### src/design/bdq_pkg.sv
// ----------------------------------------------------------------------------
// bdq_pkg
// Shared types and codes for the bounded deque: operation and status
// codes, and the shift command that is broadcast to the row of cells.
// ----------------------------------------------------------------------------
package bdq_pkg;

  localparam int DATA_W  = 32;
  localparam int OP_W    = 3;
  localparam int POS_W   = 4;
  localparam int STAT_W  = 2;
  localparam int COUNT_W = 5;

  localparam logic [OP_W-1:0] OP_ADD_FRONT = 3'd0;
  localparam logic [OP_W-1:0] OP_ADD_BACK  = 3'd1;
  localparam logic [OP_W-1:0] OP_REM_FRONT = 3'd2;
  localparam logic [OP_W-1:0] OP_REM_BACK  = 3'd3;
  localparam logic [OP_W-1:0] OP_REM_AT    = 3'd4;

  typedef logic [STAT_W-1:0] status_t;

  localparam status_t ST_DONE    = 2'd0;
  localparam status_t ST_FULL    = 2'd1;
  localparam status_t ST_IGNORED = 2'd2;

  // Command seen by every cell in the cycle an item transfers.
  typedef struct packed {
    logic front_ins;  // every cell takes its left neighbor
    logic back_ins;   // the cell at the current count takes the new value
    logic close;      // cells at and above the gap take their right neighbor
  } shift_cmd_t;

endpackage

### src/design/bdq_cell.sv
// ----------------------------------------------------------------------------
// bdq_cell
// One storage cell of the deque row. Holds a single entry and either keeps
// it, takes the neighbor on its left or right, or loads the new value.
// ----------------------------------------------------------------------------
module bdq_cell import bdq_pkg::*; #(
  parameter int IDX = 0,
  parameter int CW  = 5
) (
  input  logic                     clk,
  input  shift_cmd_t               cmd,
  input  logic        [CW-1:0]     count,
  input  logic        [CW-1:0]     gap,
  input  logic signed [DATA_W-1:0] value,
  input  logic signed [DATA_W-1:0] left,
  input  logic signed [DATA_W-1:0] right,
  output logic signed [DATA_W-1:0] data,
  output logic signed [DATA_W-1:0] tap
);

  localparam logic [CW-1:0] MY_IDX  = CW'(IDX);
  localparam logic [CW-1:0] MY_LAST = CW'(IDX + 1);

  logic signed [DATA_W-1:0] data_next;

  always_comb begin
    data_next = data;
    if (cmd.front_ins) begin
      data_next = left;
    end else if (cmd.back_ins && (count == MY_IDX)) begin
      data_next = value;
    end else if (cmd.close && (MY_IDX >= gap)) begin
      data_next = right;
    end
  end

  always_ff @(posedge clk) begin
    data <= data_next;
  end

  // Only the cell holding the back entry drives its tap.
  assign tap = (count == MY_LAST) ? data : '0;

endmodule

### src/design/bounded_deque_with_delete_at_unit.sv
// ----------------------------------------------------------------------------
// bounded_deque_with_delete_at_unit
// Deque of up to DEPTH signed 32-bit entries with delete at position.
// ----------------------------------------------------------------------------
// The entries sit in a row of DEPTH shifting cells, front at cell 0. An
// operation transfers in, and every cell updates at that same clock edge
// (insert at front shifts the row up, remove at a position shifts the upper
// part down). When the result register is free or transferring out, the front
// and back values are read from the updated row (the back through a one-hot
// select keyed by the count) into the result register. A new operation is
// taken once the previous result is in the result register, so no operation
// is taken while an earlier one still waits in the row; while a result waits
// on a stalled output, the next operation is held in the row and its result
// loads in the cycle the waiting one transfers out.
// Adds to a full deque report status 1; removes from an empty deque, a
// position past the end or an unused operation code report status 2.
module bounded_deque_with_delete_at_unit import bdq_pkg::*; #(
  parameter int DEPTH = 16
) (
  input  logic                     clk,
  input  logic                     rst,
  input  logic                     in_valid,
  output logic                     in_ready,
  input  logic        [OP_W-1:0]   operation,
  input  logic signed [DATA_W-1:0] value,
  input  logic        [POS_W-1:0]  position,
  output logic                     out_valid,
  input  logic                     out_ready,
  output logic        [STAT_W-1:0] status,
  output logic        [COUNT_W-1:0] count,
  output logic signed [DATA_W-1:0] front_value,
  output logic signed [DATA_W-1:0] back_value
);

  localparam int CW = $clog2(DEPTH + 1);
  localparam int XW = (CW > POS_W) ? CW : POS_W;
  localparam logic [CW-1:0] FULL_CNT = CW'(DEPTH);

  logic [CW-1:0] entry_count, entry_count_next;
  logic          pend;
  status_t       status_q, status_next;
  shift_cmd_t    cmd;
  logic [CW-1:0] gap;
  logic          in_fire;
  logic          load_out;
  logic          full, empty, pos_ok;
  logic [XW-1:0] pos_x, cnt_x;

  logic signed [DATA_W-1:0] cell_data [DEPTH];
  logic signed [DATA_W-1:0] cell_tap  [DEPTH];
  logic signed [DATA_W-1:0] back_sel;
  logic [31:0]              count_ext;

  assign in_ready = !pend;
  assign in_fire  = in_valid && in_ready;
  assign load_out = pend && (!out_valid || out_ready);

  assign full  = (entry_count == FULL_CNT);
  assign empty = (entry_count == '0);
  assign pos_x = XW'(position);
  assign cnt_x = XW'(entry_count);
  assign pos_ok = (pos_x < cnt_x);

  always_comb begin
    cmd              = '0;
    gap              = '0;
    status_next      = ST_DONE;
    entry_count_next = entry_count;
    case (operation)
      OP_ADD_FRONT: begin
        if (full) begin
          status_next = ST_FULL;
        end else begin
          cmd.front_ins    = in_fire;
          entry_count_next = entry_count + 1'b1;
        end
      end
      OP_ADD_BACK: begin
        if (full) begin
          status_next = ST_FULL;
        end else begin
          cmd.back_ins     = in_fire;
          entry_count_next = entry_count + 1'b1;
        end
      end
      OP_REM_FRONT: begin
        if (empty) begin
          status_next = ST_IGNORED;
        end else begin
          cmd.close        = in_fire;
          entry_count_next = entry_count - 1'b1;
        end
      end
      OP_REM_BACK: begin
        if (empty) begin
          status_next = ST_IGNORED;
        end else begin
          entry_count_next = entry_count - 1'b1;
        end
      end
      OP_REM_AT: begin
        if (!pos_ok) begin
          status_next = ST_IGNORED;
        end else begin
          cmd.close        = in_fire;
          gap              = CW'(pos_x);
          entry_count_next = entry_count - 1'b1;
        end
      end
      default: begin
        status_next = ST_IGNORED;
      end
    endcase
  end

  always_ff @(posedge clk) begin
    if (rst) begin
      entry_count <= '0;
      pend        <= 1'b0;
    end else begin
      if (in_fire) begin
        entry_count <= entry_count_next;
        pend        <= 1'b1;
      end else if (load_out) begin
        pend <= 1'b0;
      end
    end
  end

  always_ff @(posedge clk) begin
    if (in_fire) begin
      status_q <= status_next;
    end
  end

  // Row of cells; cell 0 takes the new value when the row shifts up.
  for (genvar i = 0; i < DEPTH; i++) begin : g_cell
    logic signed [DATA_W-1:0] left_in, right_in;
    if (i == 0) begin : g_first
      assign left_in = value;
    end else begin : g_mid
      assign left_in = cell_data[i-1];
    end
    if (i == DEPTH - 1) begin : g_last
      assign right_in = cell_data[i];
    end else begin : g_inner
      assign right_in = cell_data[i+1];
    end

    bdq_cell #(
      .IDX (i),
      .CW  (CW)
    ) u_cell (
      .clk   (clk),
      .cmd   (cmd),
      .count (entry_count),
      .gap   (gap),
      .value (value),
      .left  (left_in),
      .right (right_in),
      .data  (cell_data[i]),
      .tap   (cell_tap[i])
    );
  end

  always_comb begin
    back_sel = '0;
    for (int i = 0; i < DEPTH; i++) begin
      back_sel = back_sel | cell_tap[i];
    end
  end

  assign count_ext = 32'(entry_count);

  always_ff @(posedge clk) begin
    if (rst) begin
      out_valid <= 1'b0;
    end else if (load_out) begin
      out_valid <= 1'b1;
    end else if (out_ready) begin
      out_valid <= 1'b0;
    end
  end

  always_ff @(posedge clk) begin
    if (load_out) begin
      status      <= status_q;
      count       <= count_ext[COUNT_W-1:0];
      front_value <= empty ? '0 : cell_data[0];
      back_value  <= back_sel;
    end
  end

endmodule

### config.mk
export PLATFORM = sky130hd
export DESIGN_NAME = bounded_deque_with_delete_at_unit
export DESIGN_NICKNAME = d
export VERILOG_FILES = /design/src/design/bdq_pkg.sv /design/src/design/bdq_cell.sv /design/src/design/bounded_deque_with_delete_at_unit.sv
export SDC_FILE = /design/constraint.sdc
export NUM_CORES = 1
export LEC_CHECK = 0
export BUFFER_PORTS_ARGS = -buffer_cell sky130_fd_sc_hd__buf_2
export CAP_MARGIN = 20
export CORE_MARGIN = 2
export CORE_UTILIZATION = 53
export DETAILED_ROUTE_END_ITERATION = 7
export GPL_TIMING_DRIVEN = 0
export PLACE_DENSITY = 0.77
export SYNTH_ARGS = -nofsm -noshare
export SYNTH_HDL_FRONTEND = slang
export SYNTH_HIERARCHICAL = 1
export SYNTH_SLANG_ARGS = --single-unit
### constraint.sdc
create_clock -name clk -period 8.3 [get_ports clk]
set_clock_uncertainty 0.1 [all_clocks]
set_input_delay 0.415 -clock clk [delete_from_list [all_inputs] [get_ports clk]]
set_output_delay 0.415 -clock clk [all_outputs]
set_load 0.02 [all_outputs]
==> results_dict.tcl <==
set metrics [dict create \
    yosysWarnings 6 \
    seq_power_share_pct 45.7 \
    initial_utilization_pct 53.3 \
    ys.flop_type "edfxtp_1" \
    synth_top_cell_area_share_pct 47.2 \
    cellLeakagePower_nw 14.7 \
    critPathLaunchType "register" \
    synth-seq-cells 592 \
    grt-ovfl-total 0 \
    drive_above_1_share_pct 14.4 \
    synth_cells 3718 \
    antenna_found_initial 16 \
    synth_common_cells "edfxtp_1 (585), o21ai_0 (460), a31oi_1 (388)" \
    grt_max_degree 57 \
    die_w_um 269 \
    finalSetupTns_ns 0 \
    ys_seq_area_share_pct 47.6 \
    drt-total-wl_um 153000 \
    post-route-period-util_pct 56.4 \
    dp_hpwl_um 119000 \
    drc_errors 0 \
    required_ns 8.57 \
    io_pins 116 \
    multiInputGateArea_um2 17400 \
    insertion_delay_ns 0.63 \
    cp_max_fo 24 \
    cap_viol_max_count 1 \
    wl_per_cell_um 30.9 \
    pwr_density_cell_nw_per_um2 186 \
    num-fill-cells 6050 \
    synth.distinct_cells 78 \
    synth.largest_area_cell "edfxtp_1" \
    track_usage_pct 41.8 \
    period_needed_ns 4.68 \
    fmax_mhz 214 \
    std_cell_rows 97 \
    finalNetCount 4002 \
    post_cts_buffers 0 \
    fin_cells 4953 \
    syn_area_um2 37200 \
    syn_avg_cell_area_um2 10.0 \
    cts_tree "yes" \
    setup_viol 0 \
    via_per_inst 7.05 \
    finalHoldViolCount 0 \
    worst_slew_pin_slew_ns 1.49 \
    netSwitchingFraction_pct 29.0 \
    root_buffer "clkbuf_16" \
    dieArea_um2 72400 \
    grt_pass1_vias 33433 \
    die_h_um 269 \
    cts_sinks 592 \
    async_flop_share_pct 0 \
    synth_area_leaders "edfxtp_1 (47%), a31oi_1 (6.5%), a2bb2oi_1 (6.2%)" \
    hp-class "in -> reg" \
    place_area_um2 39900 \
    cts_buffer_depth 3 \
    seqCellArea_um2 17700 \
    slew_headroom_pct -0.0482 \
    design_area_um2 42000 \
    drtPass1Iterations 7 \
    intPower_mw 5.55 \
    cts_resized 0 \
    crit_path_end_kind "register" \
    dp.cells 4816 \
    postCtsHoldBufs 1 \
    gp_congestion 1.04 \
    rsz0062_at_grt "no" \
    vias 34894 \
    cts_made_buffers 71 \
    status "complete, but fails checks" \
    p_sw_mw 2.27 \
    clkTransAtPathRegs_ns 0.06 \
    grt_pass1_wl_um 221000 \
    power.ir.vdd_worst_uv 152 \
    synth_edf_count 585 \
    antenna_left 0 \
    comb_power_share_pct 16.1 \
    violations "capacitance limit, slew limit" \
    area_growth_pct 12.9 \
    drv_slew 1 \
    p_clk_share_pct 38.2 \
    synth_most_common_cell "edfxtp_1" \
    cp.arrival_ns 4.95 \
    crit_type "reg -> reg" \
    post-route-util_pct 60.2 \
    drt_first_iter_violations 5284 \
    portBuffers 115 \
    core_um2 69800 \
    htree_levels 3 \
]
[logic make-up after synthesis]
family | Yosys count | share of synthesized area (%)
adder cells (fa/ha/maj) | 7 | 0.255
flip-flops | 592 | 47.6
XOR/XNOR | 3 | 0.0706
AO/OA/AOI/OAI | 1533 | 26.2
multiplexers | 3 | 0.121
other | 1 | 0.0101
buffers and inverters | 449 | 6.32
AND/OR/NAND/NOR | 1130 | 19.5
[through the flow]
stage / total power, mW / hold slack, ns / worst slack, ns
global placement: 4.78 / 0.305 / -3.63
finish: 7.82 / 0.0639 / 3.62
detailed placement: 4.83 / 0.320 / 3.84
global route: 7.98 / 0.0877 / 3.45
floorplan: 4.30 / 0.300 / 1.62
CTS: 7.77 / 0.0418 / 3.83
[final timing paths]
kind                                                 end         start  cells after the start  slack (ns)
worst max-delay path            g_cell[8].u_cell/data[2]      cnt_x[3]                     13        3.62
worst max register to register  g_cell[8].u_cell/data[2]      cnt_x[3]                     13        3.62
worst min-delay path                         status_q[0]  operation[1]                      2        0.06
worst min register to register                 status[1]   status_q[1]                      0        0.32
[layout by cell type, fill, tap and decap left out, drive strengths merged, types with 11 or more instances in the layout]
cell / Yosys / layout
and3: 320 / 320
a21oi: 202 / 202
and2: 196 / 196
nor2b: 241 / 241
nand4: 36 / 36
clkinv: 5 / 27
clkbuf: 276 / 370
inv: 20 / 24
buf: 148 / 293
edfxtp: 585 / 585
nor2: 75 / 75
nand2b: 13 / 13
conb: 1 / 16
o21ai: 528 / 528
nor4: 134 / 134
diode: 0 / 11
nand3: 58 / 58
a31oi: 388 / 388
a2bb2oi: 263 / 263
a41oi: 132 / 132
[power groups by stage]
stage	Sequential [mW]	Combinational, mW	Clock (mW)
finish	3.57	1.26	2.99
global route	3.58	1.31	3.09
CTS	3.57	1.20	3.00
detailed placement	3.63	1.20	0
global placement	3.67	1.11	0
floorplan	3.64	0.658	0
[critical path, cell delays in order, from the launching register on]
cell,delay [ns]
dfxtp_2,0.84
buf_12,0.27
inv_1,0.09
ha_1,0.23
a2111oi_4,0.36
nor3_1,0.09
nor2_1,0.22
and2_1,0.97
o31ai_1,0.19
nand3b_1,0.15
o211ai_1,0.25
buf_6,0.27
buf_4,0.19
buf_4,0.19
[metal layers]
| metal | up-vias | share of wire, % | track usage [%] |
|---|---|---|---|
| met5 | - | 0.048 | 0 |
| met4 | 12 | 7.4 | 28.5 |
| met3 | 583 | 12 | 9.54 |
| met2 | 2550 | 45 | 66.2 |
| met1 | 16552 | 35 | 51.0 |
| li1 | 15197 | - | - |
[layout make-up]
type                       instances  share of cell area [%]
buffer                           424                    5.38
tap                              940                    2.80
timing repair buffer             146                    2.87
antenna                           11                  0.0655
sequential                       592                    42.1
inverter                          25                   0.223
clock inverter                    29                   0.515
clock buffer                      94                    4.56
multi-input combinational       2692                    41.5
[flip-flops by register name (all words and copies together), names as in the netlist]
register / count
g_cell.u_cell/data: 512
back_value: 32
front_value: 32
cnt_x: 5
count: 5
status: 2
status_q: 2
out_valid: 1
pend: 1
Power figures use the tool's default switching activity.
